<file path="config.mk">
export PLATFORM = sky130hd
export DESIGN_NAME = sorted_software_timer_queue
export DESIGN_NICKNAME = d
export VERILOG_FILES = /design/src/rtl/stq_pkg.sv /design/src/rtl/stq_ram.sv /design/src/rtl/sorted_software_timer_queue.sv
export SDC_FILE = /design/constraint.sdc
export NUM_CORES = 1
export LEC_CHECK = 0
export ABC_AREA = 1
export BUFFER_PORTS_ARGS = -buffer_cell sky130_fd_sc_hd__buf_2
export CAP_MARGIN = 0
export CORE_MARGIN = 2
export CORE_UTILIZATION = 45
export DETAILED_ROUTE_END_ITERATION = 12
export PLACE_DENSITY = 0.58
export SLEW_MARGIN = 20
export SYNTH_ARGS = -nofsm -noshare
export SYNTH_HDL_FRONTEND = slang
export SYNTH_SLANG_ARGS = --single-unit
</file>
<file path="constraint.sdc">
create_clock -name clk -period 6.4 [get_ports clk]
set_input_delay 1.28 -clock clk [delete_from_list [all_inputs] [get_ports clk]]
set_output_delay 1.28 -clock clk [all_outputs]
set_load 0.1 [all_outputs]
</file>
<file path="src/rtl/stq_pkg.sv">
package stq_pkg;
  localparam int MaxTimers = 16;
  localparam int IdxW = $clog2(MaxTimers);
  localparam int LenW = $clog2(MaxTimers + 1);
  localparam int RemW = 25;
  localparam int IdW = 4;
  localparam int EntW = IdW + RemW;
  localparam logic [RemW-1:0] RemMax = {RemW{1'b1}};
  localparam logic [14:0] UnsyncMax = 15'h7FFF;
  localparam logic [14:0] FlushReset = 15'd20000;
  localparam logic REQ_TICK = 1'b0;
  localparam logic REQ_CREATE = 1'b1;
  localparam logic KIND_EXPIRED = 1'b0;
  localparam logic KIND_REJECT = 1'b1;

  typedef enum logic [6:0] {
    ST_IDLE   = 7'b0000001,
    ST_SEARCH = 7'b0000010,
    ST_SHIFT  = 7'b0000100,
    ST_FLUSH  = 7'b0001000,
    ST_HEAD   = 7'b0010000,
    ST_SYNC   = 7'b0100000,
    ST_DONE   = 7'b1000000
  } state_t;

  typedef struct packed {
    logic [IdW-1:0]  id;
    logic [RemW-1:0] rem;
  } entry_t;
endpackage

</file>
<file path="src/rtl/stq_ram.sv">
module stq_ram #(
  parameter int Width = 8,
  parameter int Depth = 16
) (
  input  logic                     clk,
  input  logic                     we,
  input  logic [$clog2(Depth)-1:0] waddr,
  input  logic [Width-1:0]         wdata,
  input  logic [$clog2(Depth)-1:0] raddr,
  output logic [Width-1:0]         rdata
);
  logic [Width-1:0] mem [Depth];

  always_ff @(posedge clk) begin
    if (we) begin
      mem[waddr] <= wdata;
    end
    rdata <= mem[raddr];
  end
endmodule

</file>
<file path="src/rtl/sorted_software_timer_queue.sv">
// Sorted timer queue.
// Input: pulse start with in_req_type, in_timer_id, in_delay while busy is low.
//   A tick (req_type 0) advances the tick counter; a create (req_type 1)
//   inserts a timer sorted by remaining ticks.
// Output: each result appears for one cycle with out_valid high; the receiver
//   cannot stall, so none is ever held. out_last marks the final result of a
//   request. Successful creates and ticks with nothing due give no result.
// Structure: the queue lives in one RAM with a registered read and one
//   write port, walked one entry per cycle. A create walks the queue in a
//   search pass then a shift pass; a flush and an expiring tick each walk it
//   once, while other ticks only read the head and a rejected create reads
//   nothing. A reject's result is registered at the accepting edge; a flush or
//   expiry result follows the read of its entry. cfg_we with cfg_wdata writes
// flush_limit; the user must do so only while the block is idle (unchecked).
// Reset (rst_n low, synchronous) empties the queue, clears counters and sets
//   flush_limit to 20000. No clearing pass is needed.
module sorted_software_timer_queue
  import stq_pkg::*;
(
  input  logic        clk,
  input  logic        rst_n,
  input  logic        start,
  output logic        busy,
  input  logic        in_req_type,
  input  logic [3:0]  in_timer_id,
  input  logic [23:0] in_delay,
  input  logic        cfg_we,
  input  logic [14:0] cfg_wdata,
  output logic        out_valid,
  output logic        out_kind,
  output logic [3:0]  out_expired_id,
  output logic        out_last,
  output logic [31:0] out_tick_count
);
  state_t state_r, state_nxt;
  logic [14:0] flush_r;
  logic [LenW-1:0] len_r, len_nxt;
  logic [14:0] uns_r, uns_nxt;
  logic [31:0] tick_r, tick_nxt;
  logic [LenW-1:0] ptr_r, ptr_nxt;
  logic [IdW-1:0] id_r, id_nxt;
  logic [RemW-1:0] rem_r, rem_nxt;
  logic rd_v_r, rd_v_nxt;
  entry_t hold_r, hold_nxt;
  logic ov_r, ov_nxt;
  logic okind_r, okind_nxt, olast_r, olast_nxt;
  logic [IdW-1:0] oid_r, oid_nxt;

  logic we;
  logic [IdxW-1:0] waddr, raddr;
  entry_t wdata, rdata;
  logic [RemW-1:0] sum;
  logic [14:0] uinc;

  stq_ram #(.Width(EntW), .Depth(MaxTimers)) u_ram (
    .clk(clk), .we(we), .waddr(waddr), .wdata(wdata), .raddr(raddr), .rdata(rdata)
  );

  assign busy = (state_r != ST_IDLE);
  assign out_valid = ov_r;
  assign out_kind = okind_r;
  assign out_expired_id = oid_r;
  assign out_last = olast_r;
  assign out_tick_count = tick_r;
  assign sum = RemW'(uns_r) + RemW'(in_delay);
  assign uinc = (uns_r < UnsyncMax) ? uns_r + 15'd1 : uns_r;

  always_comb begin
    state_nxt = state_r; len_nxt = len_r; uns_nxt = uns_r; tick_nxt = tick_r;
    ptr_nxt = ptr_r; id_nxt = id_r; rem_nxt = rem_r;
    rd_v_nxt = 1'b0; hold_nxt = hold_r; ov_nxt = 1'b0;
    okind_nxt = okind_r; olast_nxt = olast_r; oid_nxt = oid_r;
    we = 1'b0; waddr = '0; wdata = '0; raddr = ptr_r[IdxW-1:0];
    unique case (state_r)
      ST_IDLE: begin
        ptr_nxt = '0;
        raddr = '0;
        if (start) begin
          id_nxt = in_timer_id;
          if (in_req_type == REQ_CREATE) begin
            if (len_r >= LenW'(MaxTimers)) begin
              ov_nxt = 1'b1; okind_nxt = KIND_REJECT; oid_nxt = in_timer_id;
              olast_nxt = 1'b1; state_nxt = ST_DONE;
            end else begin
              rem_nxt = sum;
              rd_v_nxt = (len_r != '0);
              ptr_nxt = '0;
              state_nxt = ST_SEARCH;
            end
          end else begin
            tick_nxt = tick_r + 32'd1;
            uns_nxt = uinc;
            rd_v_nxt = (len_r != '0);
            if (uinc >= flush_r) begin
              state_nxt = ST_FLUSH;
            end else begin
              state_nxt = ST_HEAD;
            end
          end
        end
      end
      ST_SEARCH: begin
        // rdata = entry ptr_r when rd_v_r
        if (rd_v_r && rdata.rem < rem_r) begin
          ptr_nxt = ptr_r + 1'b1;
          raddr = IdxW'(ptr_r + 1'b1);
          rd_v_nxt = (ptr_r + 1'b1 < len_r);
        end else begin
          hold_nxt = '{id: id_r, rem: rem_r};
          ptr_nxt = ptr_r;
          raddr = ptr_r[IdxW-1:0];
          rd_v_nxt = (ptr_r < len_r);
          state_nxt = ST_SHIFT;
        end
      end
      ST_SHIFT: begin
        // write held entry at ptr, carry old entry forward
        we = 1'b1; waddr = ptr_r[IdxW-1:0]; wdata = hold_r;
        hold_nxt = rdata;
        if (ptr_r == len_r) begin
          len_nxt = len_r + 1'b1;
          state_nxt = ST_DONE;
        end else begin
          ptr_nxt = ptr_r + 1'b1;
          raddr = IdxW'(ptr_r + 1'b1);
          rd_v_nxt = 1'b1;
        end
      end
      ST_FLUSH: begin
        if (!rd_v_r) begin
          len_nxt = '0; uns_nxt = '0; state_nxt = ST_DONE;
        end else begin
          ov_nxt = 1'b1; okind_nxt = KIND_EXPIRED; oid_nxt = rdata.id;
          olast_nxt = (ptr_r + 1'b1 == len_r);
          ptr_nxt = ptr_r + 1'b1;
          raddr = IdxW'(ptr_r + 1'b1);
          rd_v_nxt = (ptr_r + 1'b1 < len_r);
        end
      end
      ST_HEAD: begin
        if (rd_v_r && RemW'(uns_r) >= rdata.rem) begin
          ov_nxt = 1'b1; okind_nxt = KIND_EXPIRED; oid_nxt = rdata.id;
          olast_nxt = 1'b1;
          ptr_nxt = LenW'(1);
          raddr = IdxW'(1);
          rd_v_nxt = (len_r > LenW'(1));
          state_nxt = ST_SYNC;
        end else begin
          state_nxt = ST_DONE;
        end
      end
      ST_SYNC: begin
        if (!rd_v_r) begin
          len_nxt = len_r - 1'b1; uns_nxt = '0; state_nxt = ST_DONE;
        end else begin
          we = 1'b1; waddr = IdxW'(ptr_r - 1'b1);
          wdata.id = rdata.id;
          wdata.rem = (RemW'(uns_r) >= rdata.rem) ? '0 : rdata.rem - RemW'(uns_r);
          ptr_nxt = ptr_r + 1'b1;
          raddr = IdxW'(ptr_r + 1'b1);
          rd_v_nxt = (ptr_r + 1'b1 < len_r);
        end
      end
      ST_DONE: begin
        state_nxt = ST_IDLE;
      end
      default: state_nxt = ST_IDLE;
    endcase
  end

  always_ff @(posedge clk) begin
    if (!rst_n) begin
      state_r <= ST_IDLE; flush_r <= FlushReset; len_r <= '0; uns_r <= '0;
      tick_r <= '0; ov_r <= 1'b0; rd_v_r <= 1'b0; ptr_r <= '0;
    end else begin
      state_r <= state_nxt; len_r <= len_nxt; uns_r <= uns_nxt; tick_r <= tick_nxt;
      ov_r <= ov_nxt; rd_v_r <= rd_v_nxt; ptr_r <= ptr_nxt;
      if (cfg_we) begin
        flush_r <= cfg_wdata;
      end
    end
    id_r <= id_nxt; rem_r <= rem_nxt; hold_r <= hold_nxt;
    okind_r <= okind_nxt; olast_r <= olast_nxt; oid_r <= oid_nxt;
  end

  a_len_range: assert property (@(posedge clk) disable iff (!rst_n)
    len_r <= LenW'(MaxTimers)) else $error("queue length out of range");
  a_out_busy: assert property (@(posedge clk) disable iff (!rst_n)
    ov_nxt |-> state_nxt != ST_IDLE) else $error("result issued while idle");
  a_sync_clear: assert property (@(posedge clk) disable iff (!rst_n)
    (state_r == ST_SYNC && !rd_v_r) |=> uns_r == '0) else $error("unsynced not cleared");
endmodule
</file>
==> impl_summary.log <==
[metrics] number of antenna violations at the first check in global routing: 0
[metrics] number of placement rows: 96
[metrics] Post-Synthesis Net Count: 3419
[metrics] final wirelength: 83500 µm
[metrics] number of pins with negative max-slew slack in the final report: 0
[metrics] Cell variety after synth: 52
[metrics] number of enable flip-flop cells after synthesis: 528
[metrics] GR Overflow Total: 0
[metrics] worst path bufs/invs: 4
[metrics] I/O pin count: 88
[metrics] GR Util All Layers: 0.236
[metrics] number of CTS-inserted buffers: 71
[metrics] PostCTS Resize Cnt: 0
[metrics] Clock Skews: 25.4 ps
[metrics] clock-pin transition on the worst setup and hold timing paths: 60 ps
[metrics] Clock Root Buffer: clkbuf_16
[metrics] CP Data Arrival Time: 5120 ps
[metrics] summed instance area of the synthesized netlist: 30900 µm²
[metrics] drc violations: 0
[metrics] family with the most delay on the worst path: simple AND/OR/NAND/NOR gates
[metrics] number of detailed-route iterations in the first pass: 6
[metrics] chip width: 266 µm
[metrics] initial core utilization: 0.453
[metrics] layout cells sized above 1: 0.0908
[metrics] number of violations reported at the end of detailed-routing iteration 0: 1930
[metrics] Min Clock Period, post-route: 4580 ps
[metrics] average cell area after synthesis: 9.42 µm²
[metrics] leakage power of the design: 15.1 nW
[metrics] setup repair after global routing missed its margin: no
[metrics] most common flop cell mapped by yosys: edfxtp_1
[metrics] DIE HEIGHT: 266 µm
[metrics] fraction of synthesized cell area taken by the top area cell type: 0.513
[metrics] pre-CTS setup slack: 1900 ps
[metrics] later-pin clock latency in the skew report: 620 ps
[metrics] hold bufs inserted after CTS: 0
[metrics] Async S/R FF share, synth: 0
[metrics] part of the power in the clock network: 0.314
[metrics] via total after detailed routing: 23043
[metrics] Internal Dissipation: 7.79 mW
[metrics] required time worst endpoint: 6940 ps
[metrics] main area contributors after synthesis: edfxtp_1 51%, nand3_1 9.4%, nand2_1 7.4%, inv_1 7.2%, dfxtp_1 7.1%
[metrics] leading area contributor after synthesis: edfxtp_1
[metrics] Gate Count Post-Synth: 3282
[metrics] Clock Sink Count: 638
[metrics] Final Core Density: 0.508
[metrics] max-cap violation count: 0
[metrics] final design instance area without fill: 34700 µm²
[metrics] highest ir drop seen on vdd: 0.444 mV
[metrics] Setup Total Neg Slack: 0 ps
[metrics] filler cell count in the final layout: 6230
[metrics] portion of the post-synthesis area used by sequential elements: 0.584
[metrics] worst max-slew margin expressed relative to the limit: 0.305
[metrics] deepest clock path buffer count: 3
[metrics] CTS tree: done
[metrics] number of buffers inserted by port buffering: 87
[metrics] area growth from synthesis to layout: 12.2%
[metrics] result of the run: completed
[metrics] Placed Area: 32500 µm²
[metrics] power density normalized to cell area: 360 nW/µm²
[metrics] number of global-route vias before repair: 22376
[metrics] Post CTS Setup Buffer Count: 0
[metrics] critical path capture point type: register
[metrics] period utilisation layout: 0.716
[metrics] total number of H-tree levels: 3
[metrics] Final Hold Viols: 0
[metrics] average wire per standard cell: 19.4 µm
[metrics] slew at the pin with the worst max-slew slack: 1040 ps
[metrics] register-to-register setup slack: 1820 ps
[metrics] placer congestion estimate: 0.879
[metrics] Worst Slack Setup Final: 1820 ps
[metrics] Sequential Power Share: 0.386
[metrics] Final Setup Violations: 0
[metrics] switching power: 4.70 mW
[metrics] combinational fraction of design power: 0.299
[metrics] type of origin of the critical path: register
[metrics] path type of the worst setup path: register to register
[metrics] remaining antenna violation count: 0
[metrics] Critical Path, Cell by Cell: clkinv_1 > ha_1 > nor3b_1 > nor2_1 > inv_2 > nand2_1 > a21oi_4 > buf_4 > nand3_2 > buf_4 > nand2_1 > nand3_1 > nand3_1 > nand3_1 > nand2_1
[metrics] delay of the slowest cell on the worst path: 610 ps
[metrics] critical-path maximum fanout: 30
[metrics] total die area: 70800 µm²
[metrics] largest net degree at the start of global routing: 175
[metrics] Max Freq: 218 MHz
[metrics] number of nets at the end of the flow: 3496
[metrics] area of the core: 68300 µm²
[metrics] global-route wire length before repair: 128000 µm
[metrics] placed wire-length estimate after detailed placement: 48600 µm
[metrics] path type of the worst min-delay path: register to register
[metrics] number of warning messages in the yosys log: 0
[metrics] register bit total from synthesis: 638
[metrics] total inserted antenna cells: 0
[metrics] Sw Share: 0.376
[metrics] average vias per placed instance: 5.36
[metrics] highest-delay cell along the critical path: nand3_2
## power by group through the flow
stage | combinational, mW | clock, mW | sequential (mW)
final | 3.74 | 3.93 | 4.83
after floorplan | 2.62 | 0 | 4.84
after detailed placement | 3.70 | 0 | 4.91
after global routing | 4.10 | 4.16 | 4.84
after CTS | 3.71 | 4.00 | 4.83
after global placement | 3.65 | 0 | 4.91
## path summary, 6_finish.rpt
check	startpoint	end	cells after the start
max	ptr_r[0]	u_ram.rdata[15]	15
max reg2reg	ptr_r[0]	u_ram.rdata[15]	15
min	flush_r[2]	flush_r[2]	2
min reg2reg	flush_r[2]	flush_r[2]	2
## cell type report
type | count | area [µm²] | area share
clock buffers | 104 | 2020 | 0.0583
clock inverters | 24 | 189 | 0.00544
inverters | 608 | 2280 | 0.0658
multi-input cells | 1896 | 10100 | 0.292
flip-flops and latches | 638 | 18100 | 0.520
well taps | 882 | 1100 | 0.0318
repair buffers | 144 | 913 | 0.0263
## synth_stat cells (4+ instances only)
cell	count
a211oi_1	11
a21o_1	6
a21oi_1	102
a31oi_1	8
buf_1	12
buf_2	56
buf_4	16
clkbuf_1	56
dfxtp_1	110
edfxtp_1	528
ha_1	87
inv_1	593
inv_2	13
nand2_1	608
nand3_1	582
nand3b_1	61
nand4_1	49
nor2_1	120
nor2_2	5
nor3_1	28
nor4_1	6
o21ai_0	114
o22ai_1	4
or2_2	6
xnor2_1	17
xor2_1	35
## worst min-delay path: cells and delay by family (launching register included)
family,cells,cell delay [ps]
compound gates,1,60
buf+inv,1,60
flops,1,290
## layer usage
metal	up-vias	global-route usage	share of wire
met5	-	0	0
met4	0	0.0609	0.022
met3	141	0.0328	0.054
met2	653	0.403	0.49
met1	11154	0.317	0.44
li1	11095	-	-
## cell families after synthesis
family / share of synthesized area
flops: 0.584
compound gates: 0.0485
buf+inv: 0.0950
xor+xnor: 0.0147
fa+ha+maj: 0.0365
simple gates: 0.222
## cells in the final DEF (no fill, tap or decap), types with 74 or more instances in the layout
master and instances:
dfxtp_1 110, ha_1 87, nand3_1 581, a21oi_1 101, inv_1 593, nor2_1 103, clkbuf_16 74, nand2_1 606
o21ai_0 112, buf_2 87, edfxtp_1 528
## metrics by stage
stage / power (mW) / cells / hold WS, ps
2_1_floorplan: 7.46 / 3282 / 440
3_3_place_gp: 8.56 / 4168 / 454
5_1_grt: 13.1 / 4296 / 492
3_5_place_dp: 8.61 / 4168 / 459
4_1_cts: 12.5 / 4296 / 467
6_report: 12.5 / 4296 / 468
## registers in the layout (all words and copies together), names as in the netlist, 5 cells and up
signal          count
out_tick_count     32
state_r             7
rem_r              25
uns_r              15
hold_r             29
u_ram.mem         464
ptr_r               5
flush_r            15
len_r               5
u_ram.rdata        29
No activity file was read; power rests on OpenSTA's default activity.
